--- config.mk ---
export PLATFORM = sky130hd
export DESIGN_NAME = rtgh_cfg
export DESIGN_NICKNAME = d
export VERILOG_FILES = /design/src/hdl/rtgh_pkg.sv /design/src/hdl/rtgh_cfg.sv
export SDC_FILE = /design/constraint.sdc
export NUM_CORES = 1
export LEC_CHECK = 0
export ABC_CLOCK_PERIOD_IN_PS = 3400
export BUFFER_PORTS_ARGS = -buffer_cell sky130_fd_sc_hd__buf_4
export CAP_MARGIN = 20
export CORE_ASPECT_RATIO = 1.2
export CORE_MARGIN = 2
export CORE_UTILIZATION = 25
export CTS_BUF_LIST = sky130_fd_sc_hd__clkbuf_4 sky130_fd_sc_hd__clkbuf_8
export DETAILED_ROUTE_END_ITERATION = 7
export PLACE_DENSITY = 0.55
export SLEW_MARGIN = 40
export SYNTH_ARGS = -nofsm -noshare
export SYNTH_HDL_FRONTEND = slang
export SYNTH_SLANG_ARGS = --single-unit
--- constraint.sdc ---
create_clock -name i_clk -period 3.4 [get_ports i_clk]
set_clock_uncertainty 0.15 [all_clocks]
set_input_delay 0.68 -clock i_clk [delete_from_list [all_inputs] [get_ports i_clk]]
set_output_delay 0.68 -clock i_clk [all_outputs]
set_load 0.02 [all_outputs]
--- src/hdl/rtgh_pkg.sv ---
// ---------------------------------------------------------------------------
// rtgh_pkg
// Types, constants and helpers shared by the RGB to gray histogram block.
// ---------------------------------------------------------------------------
package rtgh_pkg;

    localparam int COUNT_WIDTH = 16;
    localparam int WEIGHT_W    = 15;
    localparam int PIX_W       = 8;
    localparam int GRAY_W      = 8;
    localparam int PAIR_W      = 7;
    localparam int HALF_W      = 16;
    localparam int HIST_OUT_W  = 2 * HALF_W;
    localparam int FRAC_W      = 15;
    localparam int PROD_W      = PIX_W + WEIGHT_W;
    localparam int SUM_W       = PROD_W + 2;
    localparam int LEVEL_W     = SUM_W - FRAC_W;
    localparam int ROWS        = 1 << PAIR_W;
    localparam int ROW_W       = 2 * COUNT_WIDTH;
    localparam int QUEUE_DEPTH = 4;
    localparam int QUEUE_AW    = $clog2(QUEUE_DEPTH);
    localparam int S_DATA_W    = 32;
    localparam int S_USER_W    = 2;
    localparam int M_DATA_W    = GRAY_W + HIST_OUT_W;
    localparam int APB_AW      = 4;
    localparam int APB_DW      = 32;

    localparam logic [SUM_W-1:0]   HALF_Q15 = SUM_W'(1) << (FRAC_W - 1);
    localparam logic [LEVEL_W-1:0] GRAY_MAX = LEVEL_W'(255);

    typedef logic [1:0] t_req;
    localparam t_req REQ_CONVERT = 2'd0;
    localparam t_req REQ_READ    = 2'd1;
    localparam t_req REQ_CLEAR   = 2'd2;

    typedef logic [1:0] t_reg_idx;
    localparam t_reg_idx REG_WEIGHT_RED   = 2'd0;
    localparam t_reg_idx REG_WEIGHT_GREEN = 2'd1;
    localparam t_reg_idx REG_WEIGHT_BLUE  = 2'd2;

    localparam logic [WEIGHT_W-1:0] RST_WEIGHT_RED   = 15'd9794;
    localparam logic [WEIGHT_W-1:0] RST_WEIGHT_GREEN = 15'd19235;
    localparam logic [WEIGHT_W-1:0] RST_WEIGHT_BLUE  = 15'd3736;

    typedef struct packed {
        logic [WEIGHT_W-1:0] red;
        logic [WEIGHT_W-1:0] green;
        logic [WEIGHT_W-1:0] blue;
    } t_weights;

    typedef struct packed {
        t_req              req;
        logic [GRAY_W-1:0] gray;
        logic [PAIR_W-1:0] pair;
    } t_item;

    function automatic logic [HALF_W-1:0] low_half(input logic [COUNT_WIDTH-1:0] cnt);
        logic [COUNT_WIDTH+HALF_W-1:0] ext;
        ext = {{HALF_W{1'b0}}, cnt};
        return ext[HALF_W-1:0];
    endfunction

endpackage

--- src/hdl/rtgh_cfg.sv ---
// ---------------------------------------------------------------------------
// rtgh_cfg
// APB register file holding the three Q0.15 color weights.
// ---------------------------------------------------------------------------
module rtgh_cfg import rtgh_pkg::*; (
    input  logic              i_clk,
    input  logic              i_rst_n,
    input  logic              psel,
    input  logic              penable,
    input  logic              pwrite,
    input  logic [APB_AW-1:0] paddr,
    input  logic [APB_DW-1:0] pwdata,
    output logic [APB_DW-1:0] prdata,
    output logic              pready,
    output t_weights          o_weights
);

    t_weights r_weights;
    t_reg_idx w_idx;
    logic     w_wr;

    assign pready    = 1'b1;
    assign w_idx     = paddr[3:2];
    assign w_wr      = psel && penable && pwrite && pready;
    assign o_weights = r_weights;

    always_ff @(posedge i_clk) begin
        if (!i_rst_n) begin
            r_weights.red   <= RST_WEIGHT_RED;
            r_weights.green <= RST_WEIGHT_GREEN;
            r_weights.blue  <= RST_WEIGHT_BLUE;
        end else if (w_wr) begin
            unique case (w_idx)
                REG_WEIGHT_RED:   r_weights.red   <= pwdata[WEIGHT_W-1:0];
                REG_WEIGHT_GREEN: r_weights.green <= pwdata[WEIGHT_W-1:0];
                REG_WEIGHT_BLUE:  r_weights.blue  <= pwdata[WEIGHT_W-1:0];
                default: ;
            endcase
        end
    end

    always_comb begin
        unique case (w_idx)
            REG_WEIGHT_RED:   prdata = APB_DW'(r_weights.red);
            REG_WEIGHT_GREEN: prdata = APB_DW'(r_weights.green);
            REG_WEIGHT_BLUE:  prdata = APB_DW'(r_weights.blue);
            default:          prdata = '0;
        endcase
    end

endmodule

==> metrics.txt <==
CTS tree=built; worst slew pin tran=approximately 0.64 ns; placed cell areas=0.00288 mm²; CP top delay family=buffers and inverters; arrival time worst endpoint=1.72 ns; Clk Latency, worst-skew pair=0.29 ns; min-delay src=o_weights[25]; clk buf depth=2; # resized after CTS=0; Worst Reg-to-Reg Cells=2; final hold violations=0; Crit path buffers/inverters=3; Seq/Total Area, Yosys=0.397; Pleak=around 1.3 nW; Slew headroom=0.575; nature of the critical path startpoint=input port; proportion of layout cells with a drive suffix above 1=0.298; Post-CTS Setup Bufs=0; Distinct cells, synth=20; average cell area after synthesis=8.87 µm²; Final Instance Area=0.00300 mm²; FF-to-FF setup slack=2.55 ns; Layout Cells excl Fill=approximately 450; total wire length=6.20 mm; Worst path slowest cell=buf_4; area occupied by registers=901 µm²; H-tree levels=2; Top cell by count, worst path=buf_4; pwr/cell area=380 mW/mm²; Worst path depth=6; Worst setup endpoint=prdata[11]; register bit total from synthesis=45; mapped cell area=0.00227 mm²; final setup margin=0.853 ns; DRT iter0 DRCs=107; initial antenna violation count=0; port bufs=81; worst hold margin=0.329 ns; Initial Utilization=0.254; CTS buffer count=5; crit path capture type=output port; Die Y-Extent=108 µm; drt pass-1 iters=4; via count=1928; RD Place Congestion=0.684; first-pass GRT wire length=between 9 and 10 mm; Finished Core Util=0.336; largest net degree at the start of global routing=67; Root Buffer=clkbuf_8; FMAX=0.393 GHz; worst r2r src=o_weights[11]; post-route clock period utilization=0.749; max reg flops=45; clk slew on worst S/H paths=0.09 ns; CTS Hold Bufs=0; Crit. Startpoint=paddr[3]; footprint of the multi-input gates=0.00115 mm²; layout net count=roughly 370; CTS Sinks=45; FF-to-FF End=o_weights[11]; Final min period=2.55 ns; Via density=about 4.3; max incr delay on CP=0.30 ns; Place WS=slightly above 0.8 ns; status=finished, final reports clean; Yosys warning count=0; Final ANT Viol Nets=0; DP HPWL=4.25 mm; fill count=around 970; Rows=38; maxcap violations=0; GRT overflow=0; Cells after Synth=256; per-cell routed wire length=13.8 µm; diode count=0; CORE AREA=0.00894 mm²; Final Max Slew Viols=0; dpl cells=441; crit-path cells=buf_4 -> nor2b_2 -> buf_4 -> nand2_1 -> o21ai_0 -> buf_4; DRC=0; critical path class=input port to output port; Final TNS setup=0 ns; Pwr Total=1.14 mW; critical path peak fanout=24; RSZ-0062 raised after global routing=no; die width=91.0 µm; die area=0.00986 mm²; io pins=119; HP Class=register to register; Setup violations, final=0; Max VDD drop=0.169 mV; Crit path required time=2.57 ns; P&R area growth vs syn=32.2%; number of global-route vias before repair=1848; Tot GR Track Use=0.128
[worst register-to-register path, delay by kind of cell (launching register included)]
| kind | cells | cell delay, ns |
|---|---|---|
| AO/OA/AOI/OAI | 2 | 0.21 |
| flip-flops | 1 | 0.34 |
[power by group]
group	switching [mW]	internal, mW
Clock	0.191	0.239
Combinational	0.105	0.0646
Sequential	0.00638	0.535
Total	0.302	0.839
[per-layer routing]
metal,share of wire,track usage,up-vias
li1,-,-,963
met1,0.47,0.165,896
met2,0.47,0.214,65
met3,0.052,0.0321,4
met4,0.0084,0.0325,0
met5,0,0,-
[cell usage in the layout (no fill, tap or decap)]
cell / Yosys / routed
buf_4: 21 / 86
bufinv_16: 0 / 1
clkbuf_8: 0 / 6
clkinvlp_4: 0 / 1
conb_1: 2 / 18
dfxtp_1: 45 / 45
inv_1: 8 / 8
mux2i_1: 50 / 50
nand2_1: 56 / 56
nand2b_4: 1 / 1
nand3_1: 1 / 1
nor2_1: 1 / 1
nor2b_1: 16 / 15
nor2b_2: 0 / 1
nor3_4: 1 / 1
nor3b_2: 0 / 1
o211ai_1: 10 / 10
o21ai_0: 21 / 21
o31ai_1: 4 / 4
or2_1: 1 / 1
or3_1: 1 / 1
[Yosys cell counts]
library cell,n,share of area
buf_2,3,0.0066
buf_4,21,0.069
buf_6,4,0.020
clkbuf_1,9,0.015
conb_1,2,0.0033
dfxtp_1,45,0.40
inv_1,8,0.013
mux2i_1,50,0.22
nand2_1,56,0.093
nand2b_4,1,0.0061
nand3_1,1,0.0022
nor2_1,1,0.0017
nor2b_1,16,0.044
nor3_4,1,0.0072
nor3b_1,1,0.0033
o211ai_1,10,0.033
o21ai_0,21,0.046
o31ai_1,4,0.013
or2_1,1,0.0028
or3_1,1,0.0028
[layout make-up]
class                           count  share of cell area
Timing Repair Buffer               86               0.215
Multi-Input combinational cell    182               0.385
Tap cell                          120              0.0500
Sequential cell                    45               0.300
Inverter                            8              0.0100
Clock buffer                        6              0.0275
Clock inverter                      2              0.0125
[logic make-up after synthesis]
family,after synthesis,synth area share
AO/OA/AOI/OAI,35,0.0926
buffers and inverters,45,0.124
flip-flops,45,0.397
multiplexers,50,0.221
other,2,0.00331
AND/OR/NAND/NOR,79,0.163
[worst min path at each step]
stage	endpoint	slack (ns)	cells after the start
detailed placement	o_weights[44]	0.32	2
global placement	o_weights[25]	0.31	2
CTS	o_weights[25]	0.33	2
global route	o_weights[30]	0.36	2
finish	o_weights[25]	0.33	2
floorplan	o_weights[30]	0.39	2
Note: power is estimated with default switching activity, not from simulation.
