`config.mk`:
```
export PLATFORM = sky130hd
export DESIGN_NAME = rtgh_queue
export DESIGN_NICKNAME = d
export VERILOG_FILES = /design/src/hdl/rtgh_pkg.sv /design/src/hdl/rtgh_queue.sv
export SDC_FILE = /design/constraint.sdc
export NUM_CORES = 1
export LEC_CHECK = 0
export ABC_CLOCK_PERIOD_IN_PS = 2200
export BUFFER_PORTS_ARGS = -buffer_cell sky130_fd_sc_hd__buf_2
export CAP_MARGIN = 10
export CORE_UTILIZATION = 30
export CTS_CLUSTER_DIAMETER = 100
export DETAILED_ROUTE_END_ITERATION = 10
export MAX_ROUTING_LAYER = met4
export PLACE_DENSITY = 0.45
export SLEW_MARGIN = 20
export SYNTH_ARGS = -nofsm -noshare
export SYNTH_HDL_FRONTEND = slang
export SYNTH_SLANG_ARGS = --single-unit
```
`constraint.sdc`:
```
create_clock -name i_clk -period 2.2 [get_ports i_clk]
set_input_delay 0.11 -clock i_clk [delete_from_list [all_inputs] [get_ports i_clk]]
set_output_delay 0.11 -clock i_clk [all_outputs]
set_load 0.01 [all_outputs]
```
`src/hdl/rtgh_pkg.sv`:
```
// ---------------------------------------------------------------------------
// rtgh_pkg
// Types, constants and helpers shared by the RGB to gray histogram block.
// ---------------------------------------------------------------------------
package rtgh_pkg;

    localparam int COUNT_WIDTH = 16;
    localparam int WEIGHT_W    = 15;
    localparam int PIX_W       = 8;
    localparam int GRAY_W      = 8;
    localparam int PAIR_W      = 7;
    localparam int HALF_W      = 16;
    localparam int HIST_OUT_W  = 2 * HALF_W;
    localparam int FRAC_W      = 15;
    localparam int PROD_W      = PIX_W + WEIGHT_W;
    localparam int SUM_W       = PROD_W + 2;
    localparam int LEVEL_W     = SUM_W - FRAC_W;
    localparam int ROWS        = 1 << PAIR_W;
    localparam int ROW_W       = 2 * COUNT_WIDTH;
    localparam int QUEUE_DEPTH = 4;
    localparam int QUEUE_AW    = $clog2(QUEUE_DEPTH);
    localparam int S_DATA_W    = 32;
    localparam int S_USER_W    = 2;
    localparam int M_DATA_W    = GRAY_W + HIST_OUT_W;
    localparam int APB_AW      = 4;
    localparam int APB_DW      = 32;

    localparam logic [SUM_W-1:0]   HALF_Q15 = SUM_W'(1) << (FRAC_W - 1);
    localparam logic [LEVEL_W-1:0] GRAY_MAX = LEVEL_W'(255);

    typedef logic [1:0] t_req;
    localparam t_req REQ_CONVERT = 2'd0;
    localparam t_req REQ_READ    = 2'd1;
    localparam t_req REQ_CLEAR   = 2'd2;

    typedef logic [1:0] t_reg_idx;
    localparam t_reg_idx REG_WEIGHT_RED   = 2'd0;
    localparam t_reg_idx REG_WEIGHT_GREEN = 2'd1;
    localparam t_reg_idx REG_WEIGHT_BLUE  = 2'd2;

    localparam logic [WEIGHT_W-1:0] RST_WEIGHT_RED   = 15'd9794;
    localparam logic [WEIGHT_W-1:0] RST_WEIGHT_GREEN = 15'd19235;
    localparam logic [WEIGHT_W-1:0] RST_WEIGHT_BLUE  = 15'd3736;

    typedef struct packed {
        logic [WEIGHT_W-1:0] red;
        logic [WEIGHT_W-1:0] green;
        logic [WEIGHT_W-1:0] blue;
    } t_weights;

    typedef struct packed {
        t_req              req;
        logic [GRAY_W-1:0] gray;
        logic [PAIR_W-1:0] pair;
    } t_item;

    function automatic logic [HALF_W-1:0] low_half(input logic [COUNT_WIDTH-1:0] cnt);
        logic [COUNT_WIDTH+HALF_W-1:0] ext;
        ext = {{HALF_W{1'b0}}, cnt};
        return ext[HALF_W-1:0];
    endfunction

endpackage

```
`src/hdl/rtgh_queue.sv`:
```
// ---------------------------------------------------------------------------
// rtgh_queue
// Short request queue between the front and the histogram back end.
// ---------------------------------------------------------------------------
module rtgh_queue import rtgh_pkg::*; (
    input  logic  i_clk,
    input  logic  i_rst_n,
    input  logic  i_push,
    input  t_item i_item,
    output logic  o_full,
    input  logic  i_pop,
    output t_item o_item,
    output logic  o_empty
);

    t_item               r_slot [QUEUE_DEPTH];
    logic [QUEUE_AW:0]   r_wptr;
    logic [QUEUE_AW:0]   r_rptr;

    assign o_empty = (r_wptr == r_rptr);
    assign o_full  = (r_wptr[QUEUE_AW] != r_rptr[QUEUE_AW])
                  && (r_wptr[QUEUE_AW-1:0] == r_rptr[QUEUE_AW-1:0]);
    assign o_item  = r_slot[r_rptr[QUEUE_AW-1:0]];

    always_ff @(posedge i_clk) begin
        if (!i_rst_n) begin
            r_wptr <= '0;
            r_rptr <= '0;
        end else begin
            if (i_push && !o_full) begin
                r_wptr <= r_wptr + 1'b1;
            end
            if (i_pop && !o_empty) begin
                r_rptr <= r_rptr + 1'b1;
            end
        end
    end

    always_ff @(posedge i_clk) begin
        if (i_push && !o_full) begin
            r_slot[r_wptr[QUEUE_AW-1:0]] <= i_item;
        end
    end

endmodule

```
==> flow_summary.yaml <==
run_status:
  outcome: "finished clean"
logic_synthesis:
  synth.largest_area_cell: "edfxtp_1"
  synth.most_common_cell: "edfxtp_1"
  syn-num-nets: 183
  ys.flop_type: "edfxtp_1"
  synth_edf_count: 68
  synth_warnings: 0
  synth_commonest_cells: "edfxtp_1, mux4_2, dfxtp_1, ha_1, inv_1"
  synth.area.top_cells: "edfxtp_1, mux4_2, dfxtp_1"
  synth-seq-cells: 76
  ys_types: 30
  avgSynthCellArea_um2: 19.2
  syn-cell-area_um2: 3020
  syn_inst: 157
  synth_top_area_share_pct: 67.6
  ys_seq_area_share_pct: 72.9
  ys_async_sr_fraction_pct: 0
detailed_routing:
  routed_wl_um: 5820
  top_layer: "met4"
  num_vias: 1740
  drt-met1-wl_um: 2540
  drc_errors: 0
  ant_nets: 0
  drt_iter0_drc: 46
  dr_wl_met2_um: 2910
  firstDrtPassIters: 4
  viasPerCell: 4.77
  met3_length_um: 306
  wire_per_inst_um: 15.9
clocking:
  cts_made_buffers: 9
  cts_setup_buffers: 0
  path_clk_slew_ps: 80
  clockRootBuffer: "clkbuf_8"
  h-tree-depth: 3
  cts_tree: "built"
  clkLatencyLatePin_ps: 340
  cts_sinks: 76
  clockBufferDepth: 2
die:
  die_area_um2: 10500
  num_io_pins: 40
  core_area_um2: 9770
  die_w_um: 102
  rows: 36
  die_h_um: 102
  start_util_pct: 30.9
cells_and_area:
  final_area_um2: 3810
  multiInputGateArea_um2: 763
  final_net_count: 253
  layout-drive-gt1-share_pct: 34.9
  syn_to_final_growth_pct: 26.2
  final.fill_count: 914
  register_area_um2: 2200
  antenna_cells: 0
timing:
  fmax_mhz: 502
  final.setup.tns_ps: 0
  relSlewSlack_pct: 44.7
  setup_violations: 0
  fin_crit_ps: 1990
  drv_slew: 0
  post-route-period-util_pct: 90.6
  clock-skew-final_ps: 6.31
  tightestPinTransition_ps: 830
  hold_violations: 0
  holdWs_ps: 80.9
  rsz0062_at_grt: "no"
place:
  post_dp_cell_area_um2: 3420
  portBuffers: 39
  hpwl_um: 3930
  gp_congestion: 0.879
setup_path:
  slowest_delay_ps: 720
  critPathRequiredTime_ps: 2160
  crit_arrival_ps: 1960
  path_class: "flip-flop to flip-flop"
  start_kind: "flip-flop"
  cp-end-kind: "flip-flop"
  crit_chain: "xor2_1, a31oi_1, and2_1"
  slowest_stage: "and2_1"
  worst-path-max-fanout: 17
grt:
  grt_max_degree: 18
  grt_pass1_wl_um: 9120
  track_usage_pct: 12.4
  grt_antenna_before_repair: 0
  globalRouteOverflowTotal: 0
  grt_pass1_vias: 1788
power:
  peakVddDrop_v: 0.000460
  p_int_w: 0.00301
  switchingPower_w: 0.00123
  p_per_area_nw_per_um2: 1110
  switching_share_pct: 29.0
  power.share.clock_pct: 26.7
  seq_power_share_pct: 45.4
  power_leakage_nw: 1.33
  combPwrFrac_pct: 27.9
job:
  max-cap-violations: 0
worst_hold_path:
  min_path_type: "primary input to flip-flop"
## area by class of cell
class	count	share of cell area, %
Multi-Input combinational cell	70	20.0
Timing Repair Buffer	65	11.7
Clock buffer	10	3.35
Inverter	5	0.492
Clock inverter	6	2.33
Tap cell	133	4.36
Sequential cell	76	57.8
## worst max-delay path, delay by kind of cell, from the launching register on
kind	cells	cell delay [ps]
AOI/OAI and AO/OA	1	280
xor gates and xnor gates	1	180
DFF	1	430
and+or+nand+nor	1	720
## worst paths after layout
| check | start | to | slack, ps | cells past startpoint |
|---|---|---|---|---|
| setup / recovery | r_wptr[2]$_SDFFE_PN0P_ | r_slot[0][12]$_DFFE_PP_ | 210 | 3 |
| hold / removal | i_rst_n | r_rptr[2]$_SDFFE_PN0P_ | 80 | 2 |
| setup reg to reg | r_wptr[2]$_SDFFE_PN0P_ | r_slot[0][12]$_DFFE_PP_ | 210 | 3 |
| hold reg to reg | r_wptr[2]$_SDFFE_PN0P_ | r_wptr[2]$_SDFFE_PN0P_ | 560 | 2 |
## power by group through the flow
| stage | registers, W | clock network, W | logic, W |
|---|---|---|---|
| after floorplan | 0.00192 | 0 | 0.000762 |
| after global placement | 0.00195 | 0 | 0.00115 |
| after detailed placement | 0.00196 | 0 | 0.00117 |
| after CTS | 0.00193 | 0.00116 | 0.00120 |
| after global routing | 0.00194 | 0.00121 | 0.00130 |
| final | 0.00192 | 0.00113 | 0.00118 |
## cells by family (layout without fill, tap and decap cells)
| family | Yosys count | after routing | share of synthesized area [%] |
|---|---|---|---|
| flops | 76 | 76 | 72.9 |
| compound gates | 18 | 18 | 4.18 |
| simple gates | 24 | 24 | 4.47 |
| fa+ha+maj | 5 | 5 | 2.07 |
| xor+xnor | 6 | 6 | 1.74 |
| mux | 17 | 17 | 12.7 |
| buf+inv | 11 | 86 | 1.95 |
## state kept, by name, summed over array words and instances, names as in the netlist, named ones only
register and flops:
r_slot 68, r_rptr 3, r_wptr 3
## placed cells by master, fill, tap and decap left out, types with 4 or more instances in the layout
| master | count |
|---|---|
| edfxtp_1 | 68 |
| buf_2 | 39 |
| mux4_2 | 17 |
| dlygate4sd3_1 | 17 |
| clkbuf_8 | 9 |
| dfxtp_1 | 8 |
| buf_4 | 8 |
| inv_1 | 5 |
| ha_1 | 5 |
| nor3_1 | 4 |
| nand3b_1 | 4 |
| o21ai_0 | 4 |
| a211o_1 | 4 |
## repair_timing
| item | CTS | global route |
|---|---|---|
| setup endpoints to repair | 0 | 17 |
| endpoints found under the hold margin | 64 | 2 |
| gates resized for setup | 0 | 1 |
| hold buffers | 16 | 1 |
## through the flow
step	util [%]	worst slack [ps]	total power (W)	cells
2_1_floorplan	-	80.2	0.00268	157
3_3_place_gp	35.0	281	0.00310	332
3_5_place_dp	35.0	158	0.00313	332
4_1_cts	38.9	142	0.00429	364
5_1_grt	39.0	41.2	0.00446	365
6_report	39.0	207	0.00424	365
## metal layers
layer / vias to the layer above / GRT usage [%]
li1: 780 / -
met1: 886 / 14.5
met2: 66 / 20.4
met3: 8 / 3.35
met4: 0 / 4.51
met5: - / -
No activity file was read; power rests on OpenSTA's default activity.
