[config.mk]
export PLATFORM = sky130hd
export DESIGN_NAME = rtgh_front
export DESIGN_NICKNAME = d
export VERILOG_FILES = /design/src/hdl/rtgh_pkg.sv /design/src/hdl/rtgh_front.sv
export SDC_FILE = /design/constraint.sdc
export NUM_CORES = 1
export LEC_CHECK = 0
export ABC_AREA = 1
export BUFFER_PORTS_ARGS = -buffer_cell sky130_fd_sc_hd__buf_4
export CAP_MARGIN = 40
export CORE_UTILIZATION = 51
export CTS_CLUSTER_DIAMETER = 100
export DETAILED_ROUTE_END_ITERATION = 12
export PLACE_DENSITY = 0.71
export SLEW_MARGIN = 40
export SYNTH_ARGS = -nofsm -noshare
export SYNTH_HDL_FRONTEND = slang
export SYNTH_SLANG_ARGS = --single-unit
[constraint.sdc]
create_clock -name i_clk -period 4.5 [get_ports i_clk]
set_input_delay 0.225 -clock i_clk [delete_from_list [all_inputs] [get_ports i_clk]]
set_output_delay 0.225 -clock i_clk [all_outputs]
set_load 0.03 [all_outputs]
[src/hdl/rtgh_pkg.sv]
// ---------------------------------------------------------------------------
// rtgh_pkg
// Types, constants and helpers shared by the RGB to gray histogram block.
// ---------------------------------------------------------------------------
package rtgh_pkg;

    localparam int COUNT_WIDTH = 16;
    localparam int WEIGHT_W    = 15;
    localparam int PIX_W       = 8;
    localparam int GRAY_W      = 8;
    localparam int PAIR_W      = 7;
    localparam int HALF_W      = 16;
    localparam int HIST_OUT_W  = 2 * HALF_W;
    localparam int FRAC_W      = 15;
    localparam int PROD_W      = PIX_W + WEIGHT_W;
    localparam int SUM_W       = PROD_W + 2;
    localparam int LEVEL_W     = SUM_W - FRAC_W;
    localparam int ROWS        = 1 << PAIR_W;
    localparam int ROW_W       = 2 * COUNT_WIDTH;
    localparam int QUEUE_DEPTH = 4;
    localparam int QUEUE_AW    = $clog2(QUEUE_DEPTH);
    localparam int S_DATA_W    = 32;
    localparam int S_USER_W    = 2;
    localparam int M_DATA_W    = GRAY_W + HIST_OUT_W;
    localparam int APB_AW      = 4;
    localparam int APB_DW      = 32;

    localparam logic [SUM_W-1:0]   HALF_Q15 = SUM_W'(1) << (FRAC_W - 1);
    localparam logic [LEVEL_W-1:0] GRAY_MAX = LEVEL_W'(255);

    typedef logic [1:0] t_req;
    localparam t_req REQ_CONVERT = 2'd0;
    localparam t_req REQ_READ    = 2'd1;
    localparam t_req REQ_CLEAR   = 2'd2;

    typedef logic [1:0] t_reg_idx;
    localparam t_reg_idx REG_WEIGHT_RED   = 2'd0;
    localparam t_reg_idx REG_WEIGHT_GREEN = 2'd1;
    localparam t_reg_idx REG_WEIGHT_BLUE  = 2'd2;

    localparam logic [WEIGHT_W-1:0] RST_WEIGHT_RED   = 15'd9794;
    localparam logic [WEIGHT_W-1:0] RST_WEIGHT_GREEN = 15'd19235;
    localparam logic [WEIGHT_W-1:0] RST_WEIGHT_BLUE  = 15'd3736;

    typedef struct packed {
        logic [WEIGHT_W-1:0] red;
        logic [WEIGHT_W-1:0] green;
        logic [WEIGHT_W-1:0] blue;
    } t_weights;

    typedef struct packed {
        t_req              req;
        logic [GRAY_W-1:0] gray;
        logic [PAIR_W-1:0] pair;
    } t_item;

    function automatic logic [HALF_W-1:0] low_half(input logic [COUNT_WIDTH-1:0] cnt);
        logic [COUNT_WIDTH+HALF_W-1:0] ext;
        ext = {{HALF_W{1'b0}}, cnt};
        return ext[HALF_W-1:0];
    endfunction

endpackage

[src/hdl/rtgh_front.sv]
// ---------------------------------------------------------------------------
// rtgh_front
// Accepts requests, forms the weighted products and the rounded gray level.
// ---------------------------------------------------------------------------
module rtgh_front import rtgh_pkg::*; (
    input  logic                i_clk,
    input  logic                i_rst_n,
    input  t_weights            i_weights,
    input  logic                i_valid,
    output logic                o_ready,
    input  logic [S_DATA_W-1:0] i_data,   // red, green, blue, pair_index
    input  logic [S_USER_W-1:0] i_user,   // req_type
    output logic                o_push,
    output t_item               o_item,
    input  logic                i_full
);

    logic              r_p_valid;
    t_req              r_p_req;
    logic [PAIR_W-1:0] r_p_pair;
    logic [PROD_W-1:0] r_prod_r;
    logic [PROD_W-1:0] r_prod_g;
    logic [PROD_W-1:0] r_prod_b;

    logic               w_take;
    logic [SUM_W-1:0]   w_sum;
    logic [LEVEL_W-1:0] w_level;
    logic [GRAY_W-1:0]  w_gray;

    assign o_ready = !r_p_valid || !i_full;
    assign w_take  = i_valid && o_ready;
    assign o_push  = r_p_valid && !i_full;

    always_ff @(posedge i_clk) begin
        if (!i_rst_n) begin
            r_p_valid <= 1'b0;
        end else if (w_take) begin
            r_p_valid <= 1'b1;
        end else if (o_push) begin
            r_p_valid <= 1'b0;
        end
    end

    always_ff @(posedge i_clk) begin
        if (w_take) begin
            r_p_req  <= i_user;
            r_p_pair <= i_data[3*PIX_W +: PAIR_W];
            r_prod_r <= PROD_W'(i_data[0 +: PIX_W]) * PROD_W'(i_weights.red);
            r_prod_g <= PROD_W'(i_data[PIX_W +: PIX_W]) * PROD_W'(i_weights.green);
            r_prod_b <= PROD_W'(i_data[2*PIX_W +: PIX_W]) * PROD_W'(i_weights.blue);
        end
    end

    assign w_sum   = SUM_W'(r_prod_r) + SUM_W'(r_prod_g) + SUM_W'(r_prod_b) + HALF_Q15;
    assign w_level = w_sum[SUM_W-1:FRAC_W];
    assign w_gray  = (w_level > GRAY_MAX) ? GRAY_MAX[GRAY_W-1:0] : w_level[GRAY_W-1:0];

    always_comb begin
        o_item.req  = r_p_req;
        o_item.pair = r_p_pair;
        o_item.gray = (r_p_req == REQ_CONVERT) ? w_gray : '0;
    end

endmodule

==> flow_metrics.py, run 1 <==
metrics = {
    "logic_synthesis": {
        "netlist-cell-type-count": 42,
        "yosysSeqAreaShare_pct": 14.34,
        "ys_ff_latch": 79,
        "syn_inst": 2105,
        "avgSynthCellArea_um2": 7.824,
        "synth_area_leaders": "fa_1 31%, edfxtp_1 14%, inv_1 14%, ha_1 13%, nand2_1 13%",
        "synth_nets": 2616,
        "synth_top_area_share_pct": 31.12,
        "yosys.area.top_type": "fa_1",
        "syn-cell-area_um2": 16470,
        "yosysWarnings": 0,
    },
    "sta": {
        "fmax_ghz": 0.2550,
        "hold_viol": 0,
        "finalCritPeriodShare_pct": 87.15,
        "grt_setup_unrepaired": "false",
        "min_period_ns": 3.922,
        "setup_violations": 0,
        "finalSetupTns_ns": 0,
        "relSlewSlack_pct": 53.38,
        "clock_skew_ns": 0.005180,
        "hold_ws_ns": 0.06120,
        "worstMarginPinSlew_ns": 0.6993,
        "finalMaxSlewViolations": 0,
    },
    "floorplan": {
        "fp.dieArea_um2": 33020,
        "core_um2": 31640,
        "ioPinCount": 102,
        "die_x_um": 181.7,
        "num_rows": 65,
        "die_h_um": 181.7,
        "initial_core_util_pct": 52.06,
    },
    "clocking": {
        "cts_max_level": 3,
        "cts_sinks": 79,
        "clock_latency_ns": 0.33,
        "clk_pin_slew_ns": 0.06,
        "numCtsBuffers": 9,
        "ctsHoldBuffers": 0,
        "cts_tree": "done",
        "cts_root_buf": "clkbuf_16",
        "post_cts_buffers": 0,
        "post_cts_resized": 0,
        "clockBufferDepth": 2,
    },
    "setup_path": {
        "r2r_end": "r_prod_g[17]$_DFFE_PP_",
        "crit_fanout": 15,
        "crit_type": "input port to flop",
        "worstRegToRegCells": 2,
        "worstSetupStartpoint": "i_data[2]",
        "crit_path_start_kind": "input port",
        "endpoint": "r_prod_r[18]$_DFFE_PP_",
        "r2r_start": "r_p_valid$_SDFFE_PN0P_",
        "endpoint_kind": "flop",
        "required_ns": 4.59,
        "cp.arrival_ns": 4.01,
        "ff2ff_setup_slack_ns": 3.05,
    },
    "route": {
        "firstDrtPassIters": 6,
        "wl_per_cell_um": 13.29,
        "drt_iter0_markers": 709,
        "ant_nets": 0,
        "wirelength_mm": 33.95,
        "vias": 12610,
        "drc": 0,
        "vias_per_cell": 4.938,
    },
    "global_routing": {
        "grt_use_total_pct": 21.96,
        "grt_max_degree": 79,
        "grt_util_met3_pct": 2.266,
        "grt_pass1_wl_mm": 59.84,
        "grt_overflow": 0,
        "use_met2_pct": 37.60,
        "grt_pass1_vias": 13060,
        "met1_usage_pct": 30.89,
        "antenna_found_initial": 0,
        "busiest_layer": "met2",
    },
    "place": {
        "placedCellCount": 2538,
        "placed_area_um2": 17480,
        "port_buffers": 100,
        "dpl.hpwl_mm": 29.14,
        "gp_congestion": 0.8980,
    },
    "finish": {
        "stdcell_area_um2": 17780,
        "seq_area_um2": 2362,
        "layout.cells.non_filler": 2554,
        "nFillCells": 2900,
        "n_antenna_cell": 0,
        "fin_util_pct": 56.20,
        "area_growth_pct": 7.954,
        "nets": 2658,
        "drive_gt1_share_pct": 7.481,
        "multi_input_comb_area_um2": 11570,
    },
    "power": {
        "p_per_area_nw_per_um2": 731.8,
        "peakVddDrop_v": 0.0005449,
        "leakage_nw": 10.62,
    },
    "hold_path": {
        "whs_path_depth": 1,
        "hp-class": "input port to flop",
        "worstHoldStart": "i_data[26]",
    },
    "flow_run": {
        "max_cap_viol_count": 0,
    },
    "run_status": {
        "outcome": "finished clean",
    },
}
where the power goes:
| part | switching (mW) | leakage (nW) | internal (mW) | total [mW] |
|---|---|---|---|---|
| Sequential | 0.0990 | 0.767 | 1.38 | 1.48 |
| Clock | 0.298 | 0.145 | 0.436 | 0.734 |
| Combinational | 6.81 | 9.71 | 3.99 | 10.8 |
| Total | 7.20 | 10.6 | 5.81 | 13.0 |
registers in the layout, summed over array words and instances (netlist names):
register	cells
r_p_pair	7
r_p_req	2
r_p_valid	1
r_prod_b	23
r_prod_g	23
r_prod_r	23
kinds of logic (layout without fill, tap and decap cells):
logic type	after synthesis	in the layout	share of synthesized area [%]
and+or+nand+nor	711	711	17.48
buffers and inverters	678	725	15.46
adders and majority gates	428	428	44.18
AOI/OAI and AO/OA	150	150	5.394
DFF	79	79	14.34
xor gates and xnor gates	59	59	3.138
per-stage QoR:
stage	total power [mW]	setup WS (ns)
6_report	13.01	0.5782
3_3_place_gp	12.07	0.3006
3_5_place_dp	12.21	0.2915
5_1_grt	14.72	0.3521
2_1_floorplan	9.782	0.4881
4_1_cts	13.08	0.6403
worst min path at each step:
stage | to | slack [ns]
finish | r_p_pair[2]$_DFFE_PP_ | 0.06
global route | r_p_pair[3]$_DFFE_PP_ | 0.05
global placement | r_p_pair[3]$_DFFE_PP_ | 0.40
CTS | r_p_pair[2]$_DFFE_PP_ | 0.05
floorplan | r_p_pair[0]$_DFFE_PP_ | 0.32
detailed placement | r_p_pair[0]$_DFFE_PP_ | 0.40
worst max-delay path, stage by stage:
cell,delay [ns]
buf_4,0.20
nand2_1,0.11
fa_1,0.54
inv_1,0.05
fa_1,0.49
fa_1,0.49
inv_1,0.05
fa_1,0.47
inv_1,0.04
ha_1,0.35
nand2_1,0.15
o21ai_0,0.33
a21oi_1,0.07
o21ai_1,0.18
nand3_1,0.11
nand2_1,0.09
xor2_1,0.06
layer usage:
layer / share of wire, % / vias up
met3: 4.8 / 21
met1: 47 / 6042
li1: - / 6244
met2: 48 / 305
met4: 0.66 / 0
met5: 0 / -
synth_stat cells (all sizes together):
| library cell | n |
|---|---|
| inv | 608 |
| nand2 | 564 |
| fa | 256 |
| ha | 172 |
| a21oi | 79 |
| nor2 | 79 |
| edfxtp | 78 |
| clkbuf | 67 |
| o21ai | 43 |
| xor2 | 40 |
| nand3 | 34 |
| xnor2 | 19 |
| nand4 | 18 |
| o21bai | 8 |
| nor3 | 7 |
| a21o | 6 |
| a31oi | 6 |
| a21boi | 4 |
| buf | 3 |
| nand3b | 3 |
| nor4 | 3 |
| and2 | 2 |
| o21a | 2 |
| a211oi | 1 |
| a22oi | 1 |
| dfxtp | 1 |
| or2 | 1 |
layout by cell type, fill, tap and decap left out, types with 3 or more instances in the layout:
cell,count
nand4_1,17
nand3b_1,3
fa_1,256
nand2_2,8
o21bai_1,8
nor3_1,6
edfxtp_1,78
nand3_1,33
clkbuf_16,9
a21oi_2,7
o21ai_0,30
a21oi_1,70
ha_1,172
buf_4,100
nand2_1,556
a31oi_1,6
xnor2_1,19
o21ai_2,5
inv_1,606
xor2_1,40
a21o_1,6
nor2_1,67
o21ai_1,7
nor2_2,10
final cells by class:
class	count	area share (%)
Multi-Input combinational cell	1348	65.09
Sequential cell	79	13.29
Inverter	608	12.84
Timing Repair Buffer	101	4.286
Tap cell	402	2.829
Clock buffer	11	1.309
Clock inverter	5	0.3659
No activity file was read; power rests on OpenSTA's default activity.
==> run 2: changes to the inputs <==
ABC_AREA = not set   (was 1)
PLACE_DENSITY = 0.72   (was 0.71)
==> run 2 against run 1 <==
- synthesized area is 8.5% lower
- combinational power is 21% lower
- highest routed layer unchanged
- sequential share of layout area is 0.80 points higher
==> flow_metrics.py, run 2 <==
metrics = {
    "run_status": {
        "outcome": "finished clean",
    },
    "power": {
        "power.net_switching_mw": 5.138,
        "seq_power_share_pct": 13.5,
        "clockPowerShare_pct": 7.5,
        "power.internal_mw": 5.640,
        "p_per_area_nw_per_um2": 642.7,
        "combPwrFrac_pct": 79.0,
        "leakage_nw": 8.553,
        "peakVddDrop_v": 0.0005029,
        "swShare_pct": 47.67,
    },
    "clocking": {
        "clk_pin_slew_ns": 0.07,
        "cts_max_level": 3,
        "cts_tree": "done",
        "numCtsBuffers": 9,
        "cts_sinks": 79,
        "cts_root_buf": "clkbuf_16",
        "clockBufferDepth": 2,
        "clock_latency_ns": 0.34,
        "ctsHoldBuffers": 0,
    },
    "finish": {
        "layout_common_cells": "335 x inv_1, 256 x fa_1, 203 x and2_1, 184 x nand2_1, 172 x ha_1",
        "drive_gt1_share_pct": 9.440,
        "top_regs": "r_prod_b: 23 flops, r_prod_g: 23 flops, r_prod_r: 23 flops",
        "n_antenna_cell": 0,
        "nets": 2201,
        "area_growth_pct": 11.30,
        "final_common_cell": "inv_1",
        "stdcell_area_um2": 16770,
    },
    "floorplan": {
        "die_x_um": 173.9,
        "num_rows": 62,
        "fp.dieArea_um2": 30240,
        "ioPinCount": 102,
        "die_h_um": 173.9,
        "core_um2": 28860,
        "initial_core_util_pct": 52.22,
    },
    "logic_synthesis": {
        "synthTopCellsByCount": "335 x inv_1, 256 x fa_1, 204 x and2_1",
        "synth_area_leaders": "fa_1 34%, edfxtp_1 16%, ha_1 14%, and2_1 8.5%, inv_1 8.3%",
        "avgSynthCellArea_um2": 9.555,
        "synth_ff_type": "edfxtp_1",
        "synth_edf_count": 78,
        "yosysSeqAreaShare_pct": 15.68,
        "netlist-cell-type-count": 52,
        "ys_ff_latch": 79,
        "synth_nets": 2088,
        "synthArstFlopShare_pct": 0,
        "syn-cell-area_um2": 15070,
        "yosysMostFrequentCell": "inv_1",
        "yosys.area.top_type": "fa_1",
        "syn_inst": 1577,
        "yosysWarnings": 0,
        "synth_top_area_share_pct": 34.01,
    },
    "route": {
        "vias": 10700,
        "wirelength_mm": 30.73,
        "vias_per_cell": 5.146,
        "wl_per_cell_um": 14.78,
        "firstDrtPassIters": 5,
        "drc": 0,
        "drt_iter0_markers": 479,
        "ant_nets": 0,
    },
    "global_routing": {
        "grt_pass1_wl_mm": 54.20,
        "antenna_found_initial": 0,
        "grt_max_degree": 45,
        "grt_use_total_pct": 22.01,
        "grt_pass1_vias": 11570,
        "grt_overflow": 0,
    },
    "flow_run": {
        "max_cap_viol_count": 0,
    },
    "place": {
        "gp_congestion": 0.8624,
        "dpl.hpwl_mm": 25.75,
        "place_ws_ns": -0.1759,
        "placed_area_um2": 16440,
        "port_buffers": 100,
    },
    "setup_path": {
        "required_ns": 4.64,
        "endpoint_kind": "flop",
        "r2r_start": "r_p_valid$_SDFFE_PN0P_",
        "r2r_end": "r_p_req[0]$_DFFE_PP_",
        "crit_type": "input port to flop",
        "ff2ff_setup_slack_ns": 2.95,
        "crit_path_start_kind": "input port",
        "worstRegToRegCells": 3,
        "cp.arrival_ns": 4.40,
        "crit_fanout": 9,
    },
    "sta": {
        "hold_viol": 0,
        "min_period_ns": 4.265,
        "setup_slack_ns": 0.2349,
        "clock_skew_ns": 0.005444,
        "finalCritPeriodShare_pct": 94.78,
        "finalMaxSlewViolations": 0,
        "grt_setup_unrepaired": "false",
        "worstMarginPinSlew_ns": 0.5022,
        "fmax_ghz": 0.2345,
        "relSlewSlack_pct": 66.52,
        "setup_violations": 0,
    },
    "hold_path": {
        "whs_path_depth": 1,
        "hold_path_end": "r_p_pair[3]$_DFFE_PP_",
        "hp-class": "input port to flop",
        "worstHoldStart": "i_data[27]",
    },
}
[run 2: cell types whose count changed in the layout (fill, tap and decap cells not counted), moves of 13 or more]
cell     delta
and2_1    +203
buf_4      +30
nand3_1    -21
o21a_1     +15
a21o_1     +20
xnor2_1    +23
nor2_1     -30
nand4_1    -13
o21ai_0    -18
xor2_1     -24
inv_1     -271
a21oi_1    -27
nand2_1   -372
[run 2: what timing repair did]
action                                  CTS  global route
buffers inserted                          0             0
hold endpoints to repair                  0             0
gates resized for setup                   0             1
endpoints found under the setup margin    0             1
[run 2: metal layers]
metal	part of all wire, %	GRT usage (%)	wire, um	vias up
li1	-	-	-	5120
met1	44	28.92	13490	5353
met2	52	40.00	15850	199
met3	3.6	2.253	1120	27
met4	0.88	3.143	271	0
met5	0	0	0	-
[run 2: critical path: stages]
cell,delay (ns)
buf_4,0.15
buf_4,0.16
nand2_1,0.07
fa_1,0.44
fa_1,0.49
inv_1,0.05
fa_1,0.54
fa_1,0.42
ha_1,0.35
a21oi_1,0.25
o211ai_1,0.17
nand2_1,0.14
o21ai_2,0.09
a311oi_2,0.44
nor2_1,0.11
a311oi_2,0.29
[run 2: cell type report]
class,instances,area [um^2]
Inverter,336,1262
Clock buffer,9,225.2
Tap cell,384,480.5
Multi-Input combinational cell,1133,11340
Timing Repair Buffer,131,996.0
Clock inverter,7,101.3
Fill cell,2497,12090
Sequential cell,79,2362
[run 2: kinds of logic after synthesis]
kind of cell	Yosys count	share of synthesized area [%]
buffers and inverters	365	9.101
and+or+nand+nor	493	16.71
adders and majority gates	428	48.29
xor gates and xnor gates	58	3.371
AOI/OAI and AO/OA	154	6.851
DFF	79	15.68
[run 2: stage by stage]
stage	total power [mW]	instances	utilization (%)	hold WS (ns)	setup TNS, ns
floorplan	7.711	1577	-	0.3239	0
global placement	9.726	2062	56.89	0.4039	-0.08613
detailed placement	9.936	2063	56.96	0.4051	-0.1927
CTS	10.86	2079	58.09	0.04076	0
global route	11.98	2079	58.12	0.03717	0
finish	10.78	2079	58.12	0.05101	0
[run 2: worst max-delay path by stage]
stage / start / end / slack (ns) / cells after the start
after floorplan: i_data[2] / r_prod_r[21]$_DFFE_PP_ / 0.03 / 18
after global placement: i_data[2] / r_prod_r[22]$_DFFE_PP_ / -0.09 / 16
after detailed placement: i_data[2] / r_prod_r[22]$_DFFE_PP_ / -0.18 / 16
after CTS: i_data[2] / r_prod_r[22]$_DFFE_PP_ / 0.17 / 16
after global routing: i_data[2] / r_prod_r[22]$_DFFE_PP_ / 0.07 / 16
final: i_data[2] / r_prod_r[22]$_DFFE_PP_ / 0.23 / 16
[run 2: power groups by stage]
stage | Clock (mW) | Combinational [mW] | Sequential, mW
2_1_floorplan | 0 | 6.26 | 1.45
3_3_place_gp | 0 | 8.26 | 1.46
3_5_place_dp | 0 | 8.47 | 1.47
4_1_cts | 0.821 | 8.58 | 1.46
5_1_grt | 0.849 | 9.66 | 1.48
6_report | 0.810 | 8.52 | 1.45
